**config.mk**
```make
export PLATFORM = sky130hd
export DESIGN_NAME = max_subarray_tracker
export DESIGN_NICKNAME = d
export VERILOG_FILES = /design/src/rtl/core/mst_pkg.sv /design/src/rtl/core/mst_core.sv /design/src/rtl/core/max_subarray_tracker.sv
export VERILOG_INCLUDE_DIRS = /design/src /design/src/rtl/core
export SDC_FILE = /design/constraint.sdc
export NUM_CORES = 1
export LEC_CHECK = 0
export BUFFER_PORTS_ARGS = -buffer_cell sky130_fd_sc_hd__buf_2
export CAP_MARGIN = 40
export CORE_UTILIZATION = 28
export DETAILED_ROUTE_END_ITERATION = 8
export GPL_TIMING_DRIVEN = 0
export SLEW_MARGIN = 20
export SYNTH_ARGS = -nofsm -noshare
export SYNTH_HDL_FRONTEND = slang
export SYNTH_HIERARCHICAL = 1
export SYNTH_SLANG_ARGS = --single-unit
```
**constraint.sdc**
```tcl
create_clock -name clk_i -period 6.5 [get_ports clk_i]
set_input_delay 1.95 -clock clk_i [delete_from_list [all_inputs] [get_ports clk_i]]
set_output_delay 1.95 -clock clk_i [all_outputs]
set_load 0.01 [all_outputs]
```
**src/rtl/core/max_subarray_tracker_defines.svh**
```systemverilog
// Assertion macros for the max subarray tracker.
`ifndef MAX_SUBARRAY_TRACKER_DEFINES_SVH
`define MAX_SUBARRAY_TRACKER_DEFINES_SVH
`ifndef SYNTHESIS
`define MST_ASSERT(lbl, clk, rstn, prop, msg) \
  lbl: assert property (@(posedge clk) disable iff (!rstn) prop) else $error(msg);
`define MST_ASSERT_IMP(lbl, clk, rstn, ante, cons, msg) \
  lbl: assert property (@(posedge clk) disable iff (!rstn) (ante) |=> (cons)) else $error(msg);
`else
`define MST_ASSERT(lbl, clk, rstn, prop, msg)
`define MST_ASSERT_IMP(lbl, clk, rstn, ante, cons, msg)
`endif
`endif

```
**src/rtl/core/mst_pkg.sv**
```systemverilog
// Constants and types shared by the max subarray tracker.
`timescale 1ns / 1ps
`default_nettype none
package mst_pkg;
  localparam int MaxLen     = 1024;
  localparam int SampleBits = 16;
  localparam int SampleW    = 16;
  localparam int SumW       = 25;
  localparam int FirstW     = 10;
  localparam int LenW       = 11;
  localparam int CntW       = $clog2(MaxLen + 1);
  localparam int ExtW       = ((SumW > SampleBits) ? SumW : SampleBits) + 2;
  localparam logic [SumW-1:0] SumSat = {SumW{1'b1}};

  typedef struct packed {
    logic [SumW-1:0]   best_sum;
    logic [FirstW-1:0] best_start;
    logic [LenW-1:0]   best_length;
    logic [SumW-1:0]   suffix_sum;
    logic [LenW-1:0]   suffix_length;
    logic              overrun;
    logic              final_res;
  } mst_result_t;
endpackage
`default_nettype wire

```
**src/rtl/core/mst_core.sv**
```systemverilog
// Kadane scan state and its combinational update per request.
`timescale 1ns / 1ps
`default_nettype none
`include "max_subarray_tracker_defines.svh"
module mst_core (
  input  wire logic                         clk_i,
  input  wire logic                         rst_ni,
  input  wire logic                         step_i,
  input  wire logic [mst_pkg::SampleW-1:0]  sample_i,
  input  wire logic                         last_i,
  output mst_pkg::mst_result_t              result_o
);
  localparam int ExtW = mst_pkg::ExtW;
  localparam int SumW = mst_pkg::SumW;
  localparam int CntW = mst_pkg::CntW;
  localparam int SmpB = mst_pkg::SampleBits;

  logic [SumW-1:0] suffix_total_q, suffix_total_d;
  logic [CntW-1:0] suffix_count_q, suffix_count_d;
  logic [SumW-1:0] best_total_q, best_total_d;
  logic [CntW-1:0] best_first_q, best_first_d;
  logic [CntW-1:0] best_count_q, best_count_d;
  logic [CntW-1:0] position_q, position_d;
  logic            overrun_q, overrun_d;

  logic signed [ExtW-1:0] x_ext, sum, sat_ext;
  logic [SumW-1:0]        sum_sat;
  logic                   full;

  assign sat_ext = $signed({{(ExtW-SumW){1'b0}}, mst_pkg::SumSat});
  assign x_ext   = $signed({{(ExtW-SmpB){sample_i[SmpB-1]}}, sample_i[SmpB-1:0]});
  assign sum     = x_ext + $signed({{(ExtW-SumW){1'b0}}, suffix_total_q});
  assign sum_sat = (sum > sat_ext) ? mst_pkg::SumSat : sum[SumW-1:0];
  assign full    = (position_q >= CntW'(mst_pkg::MaxLen));

  always_comb begin
    suffix_total_d = suffix_total_q;
    suffix_count_d = suffix_count_q;
    best_total_d   = best_total_q;
    best_first_d   = best_first_q;
    best_count_d   = best_count_q;
    position_d     = position_q;
    overrun_d      = overrun_q;
    if (full) begin
      overrun_d = 1'b1;
    end else begin
      if (sum > $signed({{(ExtW-SumW){1'b0}}, best_total_q})) begin
        suffix_total_d = sum_sat;
        suffix_count_d = suffix_count_q + CntW'(1);
        best_total_d   = sum_sat;
        best_count_d   = suffix_count_d;
        best_first_d   = position_q + CntW'(1) - suffix_count_d;
      end else if (sum > $signed(ExtW'(0))) begin
        suffix_total_d = sum_sat;
        suffix_count_d = suffix_count_q + CntW'(1);
      end else begin
        suffix_total_d = '0;
        suffix_count_d = '0;
      end
      position_d = position_q + CntW'(1);
    end
  end

  always_comb begin
    result_o.best_sum      = best_total_d;
    result_o.best_start    = mst_pkg::FirstW'(best_first_d);
    result_o.best_length   = mst_pkg::LenW'(best_count_d);
    result_o.suffix_sum    = suffix_total_d;
    result_o.suffix_length = mst_pkg::LenW'(suffix_count_d);
    result_o.overrun       = overrun_d;
    result_o.final_res     = last_i;
  end

  always_ff @(posedge clk_i or negedge rst_ni) begin
    if (!rst_ni) begin
      suffix_total_q <= '0;
      suffix_count_q <= '0;
      best_total_q   <= '0;
      best_first_q   <= '0;
      best_count_q   <= '0;
      position_q     <= '0;
      overrun_q      <= 1'b0;
    end else if (step_i) begin
      if (last_i) begin
        suffix_total_q <= '0;
        suffix_count_q <= '0;
        best_total_q   <= '0;
        best_first_q   <= '0;
        best_count_q   <= '0;
        position_q     <= '0;
        overrun_q      <= 1'b0;
      end else begin
        suffix_total_q <= suffix_total_d;
        suffix_count_q <= suffix_count_d;
        best_total_q   <= best_total_d;
        best_first_q   <= best_first_d;
        best_count_q   <= best_count_d;
        position_q     <= position_d;
        overrun_q      <= overrun_d;
      end
    end
  end

  `MST_ASSERT(a_suffix_in_seq, clk_i, rst_ni, suffix_count_q <= position_q, "suffix longer than sequence")
  `MST_ASSERT(a_best_in_seq, clk_i, rst_ni, best_count_q <= position_q, "best run longer than sequence")
  `MST_ASSERT(a_empty_best_zero, clk_i, rst_ni, (best_count_q != '0) || (best_total_q == '0), "empty best run with nonzero sum")
  `MST_ASSERT_IMP(a_last_clears, clk_i, rst_ni, step_i && last_i, (position_q == '0) && !overrun_q, "state not cleared after last")
  `MST_ASSERT_IMP(a_overrun_holds, clk_i, rst_ni, step_i && !last_i && full, $stable(position_q) && overrun_q, "overrun request changed position")
endmodule
`default_nettype wire

```
**src/rtl/core/max_subarray_tracker.sv**
```systemverilog
// Top level of the streaming max subarray tracker with output register.
// Usage:
//   Input channel carries sample_i (signed) and last_i, handshaked by
//   in_valid_i / in_stall_o. Output channel carries one result per input
//   request, handshaked by out_valid_o / out_stall_i.
//   A request is taken when valid is high and stall is low.
//   The result is registered and shows on the outputs in the next cycle.
//   Throughput: one request per cycle when not stalled; one add and two
//   compares of the Kadane update feed the state registers in that cycle.
//   A valid result holds in the register while out_stall_i is high; in that
//   case in_stall_o rises so no result is lost. A request is still taken in the
//   cycle the held result is drained.
//   Reset (rst_ni low, async) clears the scan state and the output valid.
//   last_i ends a sequence: its result is sent and the scan state clears.
//   Past MaxLen samples, requests are ignored and overrun is flagged.
`timescale 1ns / 1ps
`default_nettype none
module max_subarray_tracker (
  input  wire logic                         clk_i,
  input  wire logic                         rst_ni,
  input  wire logic                         in_valid_i,
  output      logic                         in_stall_o,
  input  wire logic [mst_pkg::SampleW-1:0]  sample_i,
  input  wire logic                         last_i,
  output      logic                         out_valid_o,
  input  wire logic                         out_stall_i,
  output      logic [mst_pkg::SumW-1:0]     best_sum_o,
  output      logic [mst_pkg::FirstW-1:0]   best_start_o,
  output      logic [mst_pkg::LenW-1:0]     best_length_o,
  output      logic [mst_pkg::SumW-1:0]     suffix_sum_o,
  output      logic [mst_pkg::LenW-1:0]     suffix_length_o,
  output      logic                         overrun_o,
  output      logic                         final_res_o
);
  logic                 accept;
  logic                 out_valid_q, out_valid_d;
  mst_pkg::mst_result_t step_res;
  mst_pkg::mst_result_t res_q;

  assign in_stall_o  = out_valid_q & out_stall_i;
  assign accept      = in_valid_i & ~in_stall_o;
  assign out_valid_d = accept | (out_valid_q & out_stall_i);

  mst_core u_core (
    .clk_i    (clk_i),
    .rst_ni   (rst_ni),
    .step_i   (accept),
    .sample_i (sample_i),
    .last_i   (last_i),
    .result_o (step_res)
  );

  always_ff @(posedge clk_i or negedge rst_ni) begin
    if (!rst_ni) begin
      out_valid_q <= 1'b0;
    end else begin
      out_valid_q <= out_valid_d;
    end
  end

  always_ff @(posedge clk_i) begin
    if (accept) begin
      res_q <= step_res;
    end
  end

  assign out_valid_o     = out_valid_q;
  assign best_sum_o      = res_q.best_sum;
  assign best_start_o    = res_q.best_start;
  assign best_length_o   = res_q.best_length;
  assign suffix_sum_o    = res_q.suffix_sum;
  assign suffix_length_o = res_q.suffix_length;
  assign overrun_o       = res_q.overrun;
  assign final_res_o     = res_q.final_res;
endmodule
`default_nettype wire

```
After elaboration in Yosys (flattened, before gate mapping). Index checks and enable logic that the tools add are counted.

Register bits after elaboration: 179.

$add $sub $neg: 4. Magnitude comparators: 4. Equality and inequality tests: 1. Muxes and demuxes: 22. Bitwise gates (word level): 4. Reduce and logical (&&, ||, !) cells: 1.

Operators by type and width (count): $mux W25 (8); $mux W11 (9); $mux W10 (3); $add A16 B26 Y27 (1); $gt A27 B1 Y1 const B (1); $gt A27 B26 Y1 (1); $gt A27 B26 Y1 const B (1); $add A11 B1 Y11 const B (2); $ge A11 B11 Y1 const B (1); $sub A10 B10 Y10 (1); $and A1 B1 Y1 (2); $mux W1 (2); $ne A2 B2 Y1 const B (1); $reduce_and A2 Y1 (1); $not A1 Y1 (1); $or A1 B1 Y1 (1).

Logic depth before layout (Yosys ltp). Gate-level depths: netlist (run 1).

Depth after elaboration: 7. Gate-level depth with buffers: 20.

Hierarchy. Netlist (run 1), hierarchy kept.

By module, submodules not included: mst_core (instances 1, cells an instance 963, area an instance 7419.6 um^2, sequential area each 2352.3 um^2); max_subarray_tracker (instances 1, cells an instance 88, area an instance 2572.5 um^2, sequential area each 2547.4 um^2).

Worst setup path after synthesis (run 1). OpenSTA, ideal clock, no wires.

Path kind: input-to-reg. Start: in sample_i[10] (netlist bit). End: reg res_q (netlist bit suffix_length_o[8]) (data pin). Data arrival time: 6270 ps. Required time: 6239 ps. Slack: -30 ps. Stages on the path: 18. Buffers on the path: 0. Cell sequence: ha_1 -> a21oi_1 -> o21ai_0 -> nor4b_1 -> a21boi_0 -> nor2_1 -> o311ai_0 -> inv_1 -> ha_1 -> a211oi_1 -> o21ai_0 -> a211oi_1 -> o21ai_0 -> o211a_1 -> or4b_1 -> nor4_4 -> nor2b_1 -> a221o_1.

RTL lines: start: declaration (RTL line max_subarray_tracker.sv:23) `input wire logic [mst_pkg::SampleW-1:0] sample_i,`; end signal: assignment (RTL line max_subarray_tracker.sv:63) `res_q <= step_res;`; end: declaration (RTL line max_subarray_tracker.sv:38) `mst_pkg::mst_result_t res_q;`.

==> metrics.txt, run 1 <==
# TYPE chip_impl_metric gauge
chip_impl_metric{name="ys_warn_count",unit=""} 6
chip_impl_metric{name="synth_simple_gate_area_frac",unit=""} 0.1548
chip_impl_metric{name="grt_first_pass_wirelength",unit="um"} 47440
chip_impl_metric{name="setup-violations-final",unit=""} 0
chip_impl_metric{name="via_count",unit=""} 8366
chip_impl_info{name="dominantRegCellSynth",value="sky130_fd_sc_hd__dfrtp_1"} 1
chip_impl_metric{name="p_leak",unit="nW"} 5.226
chip_impl_metric{name="die_height",unit="um"} 190.9
chip_impl_metric{name="worst-slew-pin-transition",unit="ns"} 0.8827
chip_impl_metric{name="seqCellArea",unit="mm^2"} 0.004900
chip_impl_metric{name="final_layout_size_suffix_gt1_frac",unit=""} 0.1927
chip_impl_metric{name="maxCapViolations",unit=""} 0
chip_impl_metric{name="net_count_reported_at_finish",unit=""} 1282
chip_impl_metric{name="postSynth.asyncResetShare",unit=""} 0.5307
chip_impl_metric{name="clock_insertion_delay_worst_skew",unit="ns"} 0.43
chip_impl_info{name="unrepaired_setup_endpoints_after_global_routing",value="true"} 1
chip_impl_metric{name="report.final.slew_viol_count",unit=""} 0
chip_impl_metric{name="routed_antenna_nets",unit=""} 0
chip_impl_metric{name="globalRoute.totalOverflow",unit=""} 0
chip_impl_metric{name="synth-edff-count",unit=""} 84
chip_impl_info{name="crit_slowest_cell",value="sky130_fd_sc_hd__or4_4"} 1
chip_impl_metric{name="multi_input_gate_area_in_the_final_layout",unit="mm^2"} 0.004965
chip_impl_metric{name="achievable-frequency",unit="GHz"} 0.1552
chip_impl_metric{name="grt_start_max_net_pins",unit=""} 62
chip_impl_info{name="hp-class",value="reg2reg"} 1
chip_impl_info{name="run_status",value="finished, final reports clean"} 1
chip_impl_metric{name="mappedNetlistNets",unit=""} 1137
chip_impl_metric{name="design_area",unit="mm^2"} 0.01225
chip_impl_metric{name="final_worst_path_cycle_share",unit=""} 0.9910
chip_impl_metric{name="cts.htree.levels",unit=""} 4
chip_impl_metric{name="clock-skew-final",unit="ns"} 0.01159
chip_impl_metric{name="placement.cell_area",unit="mm^2"} 0.01123
chip_impl_metric{name="ctsHoldBuffers",unit=""} 0
chip_impl_metric{name="place.port_buffers",unit=""} 105
chip_impl_info{name="timing_worst_setup_path_type",value="in2reg"} 1
chip_impl_info{name="setup.worst_path.end_class",value="flop"} 1
chip_impl_metric{name="worst_ir_drop_vdd",unit="V"} 0.0002417
chip_impl_info{name="clock_tree_from_tritoncts",value="yes"} 1
chip_impl_metric{name="diodes",unit=""} 0
chip_impl_metric{name="synth-xor-area-share",unit=""} 0.03769
chip_impl_metric{name="clkPwrFrac",unit=""} 0.168
chip_impl_metric{name="slew_headroom",unit=""} 0.4076
chip_impl_info{name="synth_top_cells_by_area",value="sky130_fd_sc_hd__edfxtp_1 (25%), sky130_fd_sc_hd__dfrtp_1 (24%), sky130_fd_sc_hd__ha_1 (7.9%), sky130_fd_sc_hd__o21ai_0 (6.6%), sky130_fd_sc_hd__nand2_1 (6.2%)"} 1
chip_impl_metric{name="timing_hold_violations_final",unit=""} 0
chip_impl_metric{name="seq_area_frac_synth",unit=""} 0.4904
chip_impl_metric{name="cts.sink_count",unit=""} 179
chip_impl_metric{name="syn_to_final_growth",unit="%"} 22.55
chip_impl_metric{name="route.detailed.drc",unit=""} 0
chip_impl_metric{name="syn_inst",unit=""} 1051
chip_impl_metric{name="preCtsSetupSlack",unit="ns"} -1.601
chip_impl_metric{name="comb_power_share",unit=""} 0.541
chip_impl_metric{name="crit_path_max_incr_delay",unit="ns"} 0.55
chip_impl_metric{name="final.fill_count",unit=""} 3508
chip_impl_metric{name="mux_cell_area_share_after_synthesis",unit=""} 0.005384
chip_impl_metric{name="post_synthesis_adder_cell_area_fraction",unit=""} 0.08290
chip_impl_info{name="final_common_cell",value="sky130_fd_sc_hd__nand2_1"} 1
chip_impl_metric{name="postSynthRegisterBits",unit=""} 179
chip_impl_metric{name="boundaryPins",unit=""} 107
chip_impl_metric{name="cts.reportedPaths.clkPinSlew",unit="ns"} 0.07
chip_impl_metric{name="number_of_distinct_library_cell_variants_in_the_gate_level_netlist_after_synthesis",unit=""} 68
chip_impl_metric{name="cts-root-to-sink-buffers",unit=""} 2
chip_impl_metric{name="setup_ws",unit="ns"} 0.05833
chip_impl_info{name="clock-root-buffer",value="sky130_fd_sc_hd__clkbuf_16"} 1
chip_impl_metric{name="route.final.wire_length",unit="um"} 30570
chip_impl_metric{name="die_width",unit="um"} 190.9
chip_impl_metric{name="place.gp.congestion",unit=""} 0.8885
chip_impl_metric{name="synth_area_per_cell",unit="um^2"} 9.507
chip_impl_metric{name="drt_pass1_iterations",unit=""} 5
chip_impl_metric{name="viasPerCell",unit=""} 5.028
chip_impl_metric{name="grtUsageTotal",unit=""} 0.1712
chip_impl_info{name="yosysTopAreaCell",value="sky130_fd_sc_hd__edfxtp_1"} 1
chip_impl_metric{name="power.sequential.fraction",unit=""} 0.291
chip_impl_info{name="timing.critical_path.from_type",value="input port"} 1
chip_impl_metric{name="drt-wirelength-per-cell",unit="um"} 18.37
chip_impl_metric{name="cellPowerDensity",unit="mW/mm^2"} 532.7
chip_impl_info{name="combinational_family_with_the_most_area_after_synthesis",value="compound AO/OA/AOI/OAI gates"} 1
chip_impl_metric{name="cellInternalPower",unit="mW"} 3.564
chip_impl_info{name="crit_path_cells",value="buf_2 -> ha_4 -> fa_2 -> a211oi_4 -> o211ai_1 -> buf_4 -> nand3_1 -> nand2_1 -> xor2_2 -> ha_1 -> nand3_1 -> nor2_1 -> nand2_1 -> nor3_4 -> o211a_1 -> or4_4 -> o31ai_4 -> buf_6 -> buf_4 -> o21ai_1 -> a22o_1"} 1
chip_impl_metric{name="critical_path_required",unit="ns"} 6.67
chip_impl_metric{name="crit_path_max_fanout",unit=""} 6
chip_impl_metric{name="die_area",unit="mm^2"} 0.03644
chip_impl_metric{name="core_area",unit="mm^2"} 0.03480
chip_impl_metric{name="mappedNetlistArea",unit="mm^2"} 0.009992
chip_impl_metric{name="synth.top_cell.area_share",unit=""} 0.2524
chip_impl_metric{name="floorplan.initialDensity",unit=""} 0.2871
chip_impl_metric{name="fraction_of_the_mapped_netlist_area_in_compound_gates",unit=""} 0.1922
chip_impl_metric{name="vias_in_the_first_global_route",unit=""} 8122
chip_impl_metric{name="swShare",unit=""} 0.4537
chip_impl_metric{name="final_period_minus_worst_setup_slack",unit="ns"} 6.442
chip_impl_metric{name="place.detailed.hpwl",unit="um"} 22550
chip_impl_metric{name="antenna_violations_before_repair",unit=""} 0
chip_impl_metric{name="fin_setup_tns",unit="ns"} 0
chip_impl_metric{name="placement_rows",unit=""} 68
chip_impl_metric{name="drt-initial-drc-count",unit=""} 646
chip_impl_metric{name="numCtsBuffers",unit=""} 17
chip_impl_metric{name="crit_arrival",unit="ns"} 6.61
chip_impl_info{name="most-common-layout-cells",value="sky130_fd_sc_hd__nand2_1 (163), sky130_fd_sc_hd__o21ai_0 (126), sky130_fd_sc_hd__buf_2 (106)"} 1
chip_impl_metric{name="p_switching",unit="mW"} 2.960
power by group through the flow:
| stage | registers [mW] | logic [mW] | clock network [mW] |
|---|---|---|---|
| final | 1.90 | 3.53 | 1.10 |
| after global routing | 1.94 | 3.89 | 1.17 |
| after CTS | 1.90 | 3.32 | 1.12 |
| after detailed placement | 1.91 | 3.17 | 0 |
| after global placement | 1.92 | 3.13 | 0 |
| after floorplan | 1.98 | 1.97 | 0 |
worst paths after layout:
| path | from | to | slack [ns] | cells past startpoint |
|---|---|---|---|---|
| setup / recovery | sample_i[0] | suffix_length_o[6]$_DFFE_PP_ | 0.06 | 21 |
| hold / removal | u_core/best_count_q[0]$_DFFE_PN0P_ | u_core/best_count_q[0]$_DFFE_PN0P_ | 0.49 | 2 |
| setup reg to reg | u_core/suffix_total_q[0]$_DFFE_PN0P_ | suffix_length_o[6]$_DFFE_PP_ | 1.28 | 20 |
| hold reg to reg | u_core/best_count_q[0]$_DFFE_PN0P_ | u_core/best_count_q[0]$_DFFE_PN0P_ | 0.49 | 2 |
| max in group asynchronous | rst_ni | u_core/best_total_q[10]$_DFFE_PN0P_ | 4.44 | 2 |
| min in group asynchronous | rst_ni | u_core/best_first_q[1]$_DFFE_PN0P_ | 1.41 | 1 |
Yosys cell counts (3+ instances only):
cell	n
sky130_fd_sc_hd__o21bai_1	5
sky130_fd_sc_hd__a21oi_1	75
sky130_fd_sc_hd__or3_1	3
sky130_fd_sc_hd__or4_1	4
sky130_fd_sc_hd__mux2_2	3
sky130_fd_sc_hd__o211ai_1	6
sky130_fd_sc_hd__xor2_1	20
sky130_fd_sc_hd__nor2_1	90
sky130_fd_sc_hd__a31oi_1	9
sky130_fd_sc_hd__or2_2	7
sky130_fd_sc_hd__inv_1	46
sky130_fd_sc_hd__o21ai_0	132
sky130_fd_sc_hd__a211oi_1	9
sky130_fd_sc_hd__nand2_1	164
sky130_fd_sc_hd__and3_1	11
sky130_fd_sc_hd__nand3_1	19
sky130_fd_sc_hd__xnor2_1	23
sky130_fd_sc_hd__buf_4	3
sky130_fd_sc_hd__nor2b_1	4
sky130_fd_sc_hd__buf_1	3
sky130_fd_sc_hd__nor3_1	12
sky130_fd_sc_hd__ha_1	63
sky130_fd_sc_hd__nor3b_1	3
sky130_fd_sc_hd__a22o_1	15
sky130_fd_sc_hd__a221o_1	4
sky130_fd_sc_hd__dfrtp_1	95
sky130_fd_sc_hd__and2_1	8
sky130_fd_sc_hd__o21ai_1	8
sky130_fd_sc_hd__nand4_1	8
sky130_fd_sc_hd__o22ai_1	3
sky130_fd_sc_hd__edfxtp_1	84
sky130_fd_sc_hd__a21o_1	19
sky130_fd_sc_hd__a41oi_1	4
sky130_fd_sc_hd__clkbuf_1	39
sky130_fd_sc_hd__a21boi_0	4
sky130_fd_sc_hd__nor4_1	3
final cells by class:
cell class,count,share of cell area
multi-input combinational,778,0.4054
sequential,179,0.4001
timing repair buffer,129,0.06560
tap,455,0.04649
clock buffer,17,0.03474
buffer,44,0.01788
clock inverter,15,0.01533
inverter,47,0.01441
per-stage QoR:
step | util | cells | total power [mW] | hold WS (ns)
detailed placement | 0.3228 | 1617 | 5.080 | 0.4711
finish | 0.3519 | 1664 | 6.524 | 0.4853
floorplan | - | 1051 | 3.947 | 0.4460
global route | 0.3519 | 1664 | 6.994 | 0.5066
global placement | 0.3186 | 1611 | 5.045 | 0.4626
CTS | 0.3460 | 1657 | 6.342 | 0.4873
per-layer routing:
| metal | vias to the layer above | wire length [um] | GRT usage |
|---|---|---|---|
| met3 | 25 | 1311 | 0.02534 |
| met1 | 4080 | 15380 | 0.2532 |
| met5 | - | 0 | 0 |
| met2 | 207 | 13430 | 0.2584 |
| li1 | 4054 | - | - |
| met4 | 0 | 446 | 0.04369 |
sequential cells by signal, indices dropped and copies added (netlist names):
register / flops
best_sum_o: 25
u_core/best_total_q: 25
u_core/suffix_count_q: 11
suffix_length_o: 11
final_res_o: 1
best_length_o: 11
u_core/best_first_q: 10
overrun_o: 1
suffix_sum_o: 25
u_core/suffix_total_q: 25
u_core/best_count_q: 11
best_start_o: 10
u_core/position_q: 11
out_valid_o: 1
u_core/overrun_q: 1
worst max-delay path, delay by kind of cell:
kind            cells  cell delay, ns
compound gates      6            1.41
simple gates        7            1.36
fa+ha+maj           3            0.91
buf+inv             4            0.64
xor+xnor            1            0.32
what timing repair did:
action,in CTS,in global routing
gates cloned,0,1
endpoints found under the setup margin,163,163
setup buffers,8,9
gates resized for setup,36,47
pin swaps,11,16
cells by family after synthesis:
kind of cell,after synthesis
AND/OR/NAND/NOR,347
AO/OA/AOI/OAI,318
flip-flops,179
buffers and inverters,94
adder cells (fa/ha/maj),65
XOR/XNOR,43
multiplexers,5
No activity file was read; power rests on OpenSTA's default activity.
==> run 2, diff against run 1 <==
--- a/config.mk
+++ b/config.mk
@@ -11,6 +11,7 @@
 export CORE_UTILIZATION = 28
 export DETAILED_ROUTE_END_ITERATION = 8
 export GPL_TIMING_DRIVEN = 0
+export PLACE_DENSITY_LB_ADDON = 0.05
 export SLEW_MARGIN = 20
 export SYNTH_ARGS = -nofsm -noshare
 export SYNTH_HDL_FRONTEND = slang
==> run 2 against run 1 <==
Non-clock buffer count shrank 9. Global-route usage grew 1.2 points. Cell count shrank 0.54%. Routed wire length grew 6.2%. Die area is the same. Critical path type unchanged.
==> metrics.txt, run 2 (synthesized netlist as in run 1, its figures left out) <==
# TYPE chip_impl_metric gauge
chip_impl_metric{name="die_width",unit="um"} 190.9
chip_impl_info{name="clock_tree_from_tritoncts",value="yes"} 1
chip_impl_metric{name="achievable-frequency",unit="GHz"} 0.1573
chip_impl_metric{name="cts.htree.levels",unit=""} 4
chip_impl_info{name="reg2reg_from",value="u_core/suffix_total_q[4]$_DFFE_PN0P_"} 1
chip_impl_metric{name="crit_arrival",unit="ns"} 6.48
chip_impl_metric{name="routed_antenna_nets",unit=""} 0
chip_impl_info{name="setup.worst_path.end_class",value="flop"} 1
chip_impl_metric{name="grtUsageTotal",unit=""} 0.1833
chip_impl_metric{name="p_total",unit="mW"} 6.519
chip_impl_metric{name="syn_to_final_growth",unit="%"} 22.48
chip_impl_metric{name="cp_num_buf_inv",unit=""} 4
chip_impl_metric{name="crit_path_max_fanout",unit=""} 10
chip_impl_metric{name="final_period_minus_worst_setup_slack",unit="ns"} 6.357
chip_impl_metric{name="net_count_reported_at_finish",unit=""} 1273
chip_impl_metric{name="antenna_violations_before_repair",unit=""} 0
chip_impl_metric{name="maxCapViolations",unit=""} 0
chip_impl_metric{name="setup-violations-final",unit=""} 0
chip_impl_metric{name="drt-wirelength-per-cell",unit="um"} 19.61
chip_impl_metric{name="place.gp.congestion",unit=""} 0.8433
chip_impl_metric{name="route.detailed.drc",unit=""} 0
chip_impl_metric{name="globalRoute.totalOverflow",unit=""} 0
chip_impl_metric{name="vias_in_the_first_global_route",unit=""} 8056
chip_impl_info{name="crit_path_cells",value="buf_2 -> ha_2 -> and2_1 -> a221oi_4 -> and2_4 -> o211ai_1 -> buf_4 -> a31oi_4 -> xor2_2 -> inv_1 -> ha_1 -> o21ai_0 -> o21ai_1 -> a211oi_1 -> o21ai_1 -> o211a_1 -> or4_4 -> o31ai_4 -> buf_4 -> o21ai_0"} 1
chip_impl_metric{name="grt_start_max_net_pins",unit=""} 66
chip_impl_info{name="hp-class",value="reg2reg"} 1
chip_impl_metric{name="placement_rows",unit=""} 68
chip_impl_info{name="most-common-layout-cells",value="sky130_fd_sc_hd__nand2_1 (163), sky130_fd_sc_hd__o21ai_0 (128), sky130_fd_sc_hd__buf_2 (105)"} 1
chip_impl_info{name="worstHoldStart",value="u_core/best_first_q[6]$_DFFE_PN0P_"} 1
chip_impl_metric{name="floorplan.initialDensity",unit=""} 0.2871
chip_impl_metric{name="timing_hold_violations_final",unit=""} 0
chip_impl_metric{name="drt_pass1_iterations",unit=""} 5
chip_impl_info{name="timing_worst_setup_path_type",value="in2reg"} 1
chip_impl_info{name="crit_slowest_cell",value="sky130_fd_sc_hd__or4_4"} 1
chip_impl_metric{name="final.fill_count",unit=""} 3585
chip_impl_metric{name="p_leak",unit="nW"} 5.211
chip_impl_metric{name="diodes",unit=""} 0
chip_impl_metric{name="worst-slew-pin-transition",unit="ns"} 0.8594
chip_impl_metric{name="report.final.slew_viol_count",unit=""} 0
chip_impl_metric{name="worst_ir_drop_vdd",unit="V"} 0.0002452
chip_impl_metric{name="drt-initial-drc-count",unit=""} 592
chip_impl_metric{name="clock_insertion_delay_worst_skew",unit="ns"} 0.45
chip_impl_metric{name="crit_path_max_incr_delay",unit="ns"} 0.54
chip_impl_metric{name="ctsHoldBuffers",unit=""} 0
chip_impl_metric{name="grt_first_pass_wirelength",unit="um"} 49890
chip_impl_info{name="timing.critical_path.from_type",value="input port"} 1
chip_impl_info{name="run_status",value="finished, final reports clean"} 1
chip_impl_info{name="clock-root-buffer",value="sky130_fd_sc_hd__clkbuf_16"} 1
chip_impl_metric{name="critical_path_required",unit="ns"} 6.63
chip_impl_metric{name="place.detailed.hpwl",unit="um"} 23870
chip_impl_info{name="final_common_cell",value="sky130_fd_sc_hd__nand2_1"} 1
chip_impl_metric{name="fin_setup_tns",unit="ns"} 0
chip_impl_metric{name="viasPerCell",unit=""} 4.988
chip_impl_metric{name="route.final.wire_length",unit="um"} 32460
chip_impl_metric{name="clock-skew-final",unit="ns"} 0.01344
chip_impl_metric{name="cts.reportedPaths.clkPinSlew",unit="ns"} 0.08
chip_impl_metric{name="die_height",unit="um"} 190.9
chip_impl_info{name="critPathTopFamily",value="compound AO/OA/AOI/OAI gates"} 1
chip_impl_metric{name="cts-root-to-sink-buffers",unit=""} 2
chip_impl_metric{name="die_area",unit="mm^2"} 0.03644
chip_impl_metric{name="place.port_buffers",unit=""} 105
chip_impl_metric{name="cts.sink_count",unit=""} 179
chip_impl_metric{name="via_count",unit=""} 8255
chip_impl_metric{name="core_area",unit="mm^2"} 0.03480
chip_impl_metric{name="boundaryPins",unit=""} 107
chip_impl_metric{name="numCtsBuffers",unit=""} 17
chip_impl_metric{name="cellPowerDensity",unit="mW/mm^2"} 532.7
chip_impl_info{name="worstSetupStartpoint",value="sample_i[4]"} 1
chip_impl_metric{name="final_layout_size_suffix_gt1_frac",unit=""} 0.1867
chip_impl_metric{name="slew_headroom",unit=""} 0.4232
chip_impl_metric{name="finalHoldWorstSlack",unit="ns"} 0.4811
chip_impl_metric{name="final_worst_path_cycle_share",unit=""} 0.9780
-- run 2: cell count changes in the layout (fill, tap and decap cells not counted), moves of 3 or more --
| cell | previous run | this run |
|---|---|---|
| sky130_fd_sc_hd__a211oi_1 | 4 | 7 |
| sky130_fd_sc_hd__a21oi_2 | 2 | 5 |
| sky130_fd_sc_hd__buf_4 | 21 | 16 |
| sky130_fd_sc_hd__clkbuf_2 | 11 | 5 |
| sky130_fd_sc_hd__clkbuf_4 | 1 | 7 |
-- run 2: path summary, 6_finish.rpt --
kind,end,slack [ns],depth (start not counted)
hold reg to reg,u_core/best_first_q[6]$_DFFE_PN0P_,0.48,2
hold / removal,u_core/best_first_q[6]$_DFFE_PN0P_,0.48,2
max in group asynchronous,u_core/position_q[8]$_DFFE_PN0P_,4.41,2
setup / recovery,suffix_sum_o[12]$_DFFE_PP_,0.14,20
min in group asynchronous,u_core/suffix_total_q[5]$_DFFE_PN0P_,1.39,1
setup reg to reg,suffix_sum_o[12]$_DFFE_PP_,1.37,19
-- run 2: routing by layer --
metal,vias to the layer above,wire length (um),global-route usage
li1,4042,-,-
met1,4024,16680,0.2757
met2,172,14180,0.2755
met3,17,1352,0.02754
met4,0,244,0.03600
met5,-,0,0
-- run 2: repair_timing --
item	4_1_cts	5_1_grt
gates resized for setup	42	33
pin swaps	6	13
buffers inserted	8	4
endpoints found under the setup margin	164	162
-- run 2: worst register-to-register path, cell delays in order (launching register included) --
cell                       delay [ns]
sky130_fd_sc_hd__dfrtp_1         0.41
sky130_fd_sc_hd__ha_2            0.32
sky130_fd_sc_hd__and2_1          0.21
sky130_fd_sc_hd__a221oi_4        0.40
sky130_fd_sc_hd__and2_4          0.23
sky130_fd_sc_hd__o211ai_1        0.08
sky130_fd_sc_hd__buf_4           0.17
sky130_fd_sc_hd__a31oi_4         0.20
sky130_fd_sc_hd__xor2_2          0.22
sky130_fd_sc_hd__inv_1           0.09
sky130_fd_sc_hd__ha_1            0.30
sky130_fd_sc_hd__o21ai_0         0.18
sky130_fd_sc_hd__o21ai_1         0.11
sky130_fd_sc_hd__a211oi_1        0.18
sky130_fd_sc_hd__o21ai_1         0.12
sky130_fd_sc_hd__o211a_1         0.30
sky130_fd_sc_hd__or4_4           0.54
sky130_fd_sc_hd__o31ai_4         0.30
sky130_fd_sc_hd__buf_4           0.24
sky130_fd_sc_hd__o21ai_0         0.21
-- run 2: area by class of cell --
type / count / area, um^2 / area share
Multi-Input combinational cell: 778 / 4991 / 0.4078
Sequential cell: 179 / 4900 / 0.4004
Timing Repair Buffer: 123 / 773.2 / 0.06318
Tap cell: 455 / 569.3 / 0.04652
Clock buffer: 17 / 425.4 / 0.03476
Buffer: 41 / 207.7 / 0.01697
Clock inverter: 15 / 195.2 / 0.01595
Inverter: 47 / 176.4 / 0.01442
-- run 2: per-stage QoR --
| stage | area (um^2) | instances | util | setup slack, ns |
|---|---|---|---|---|
| 6_report | 12240 | 1655 | 0.3517 | 0.1431 |
| 5_1_grt | 12240 | 1655 | 0.3517 | -0.03072 |
| 4_1_cts | 12070 | 1654 | 0.3470 | 0.003081 |
| 3_5_place_dp | 11250 | 1617 | 0.3232 | -1.816 |
| 3_3_place_gp | 11090 | 1611 | 0.3186 | -1.862 |
| 2_1_floorplan | 9992 | 1051 | - | 0.07872 |
-- run 2: where the power goes --
group | internal [mW] | total [mW] | switching, mW
clock network | 0.619 | 1.14 | 0.520
logic | 1.22 | 3.49 | 2.27
registers | 1.71 | 1.89 | 0.187
total | 3.54 | 6.52 | 2.98
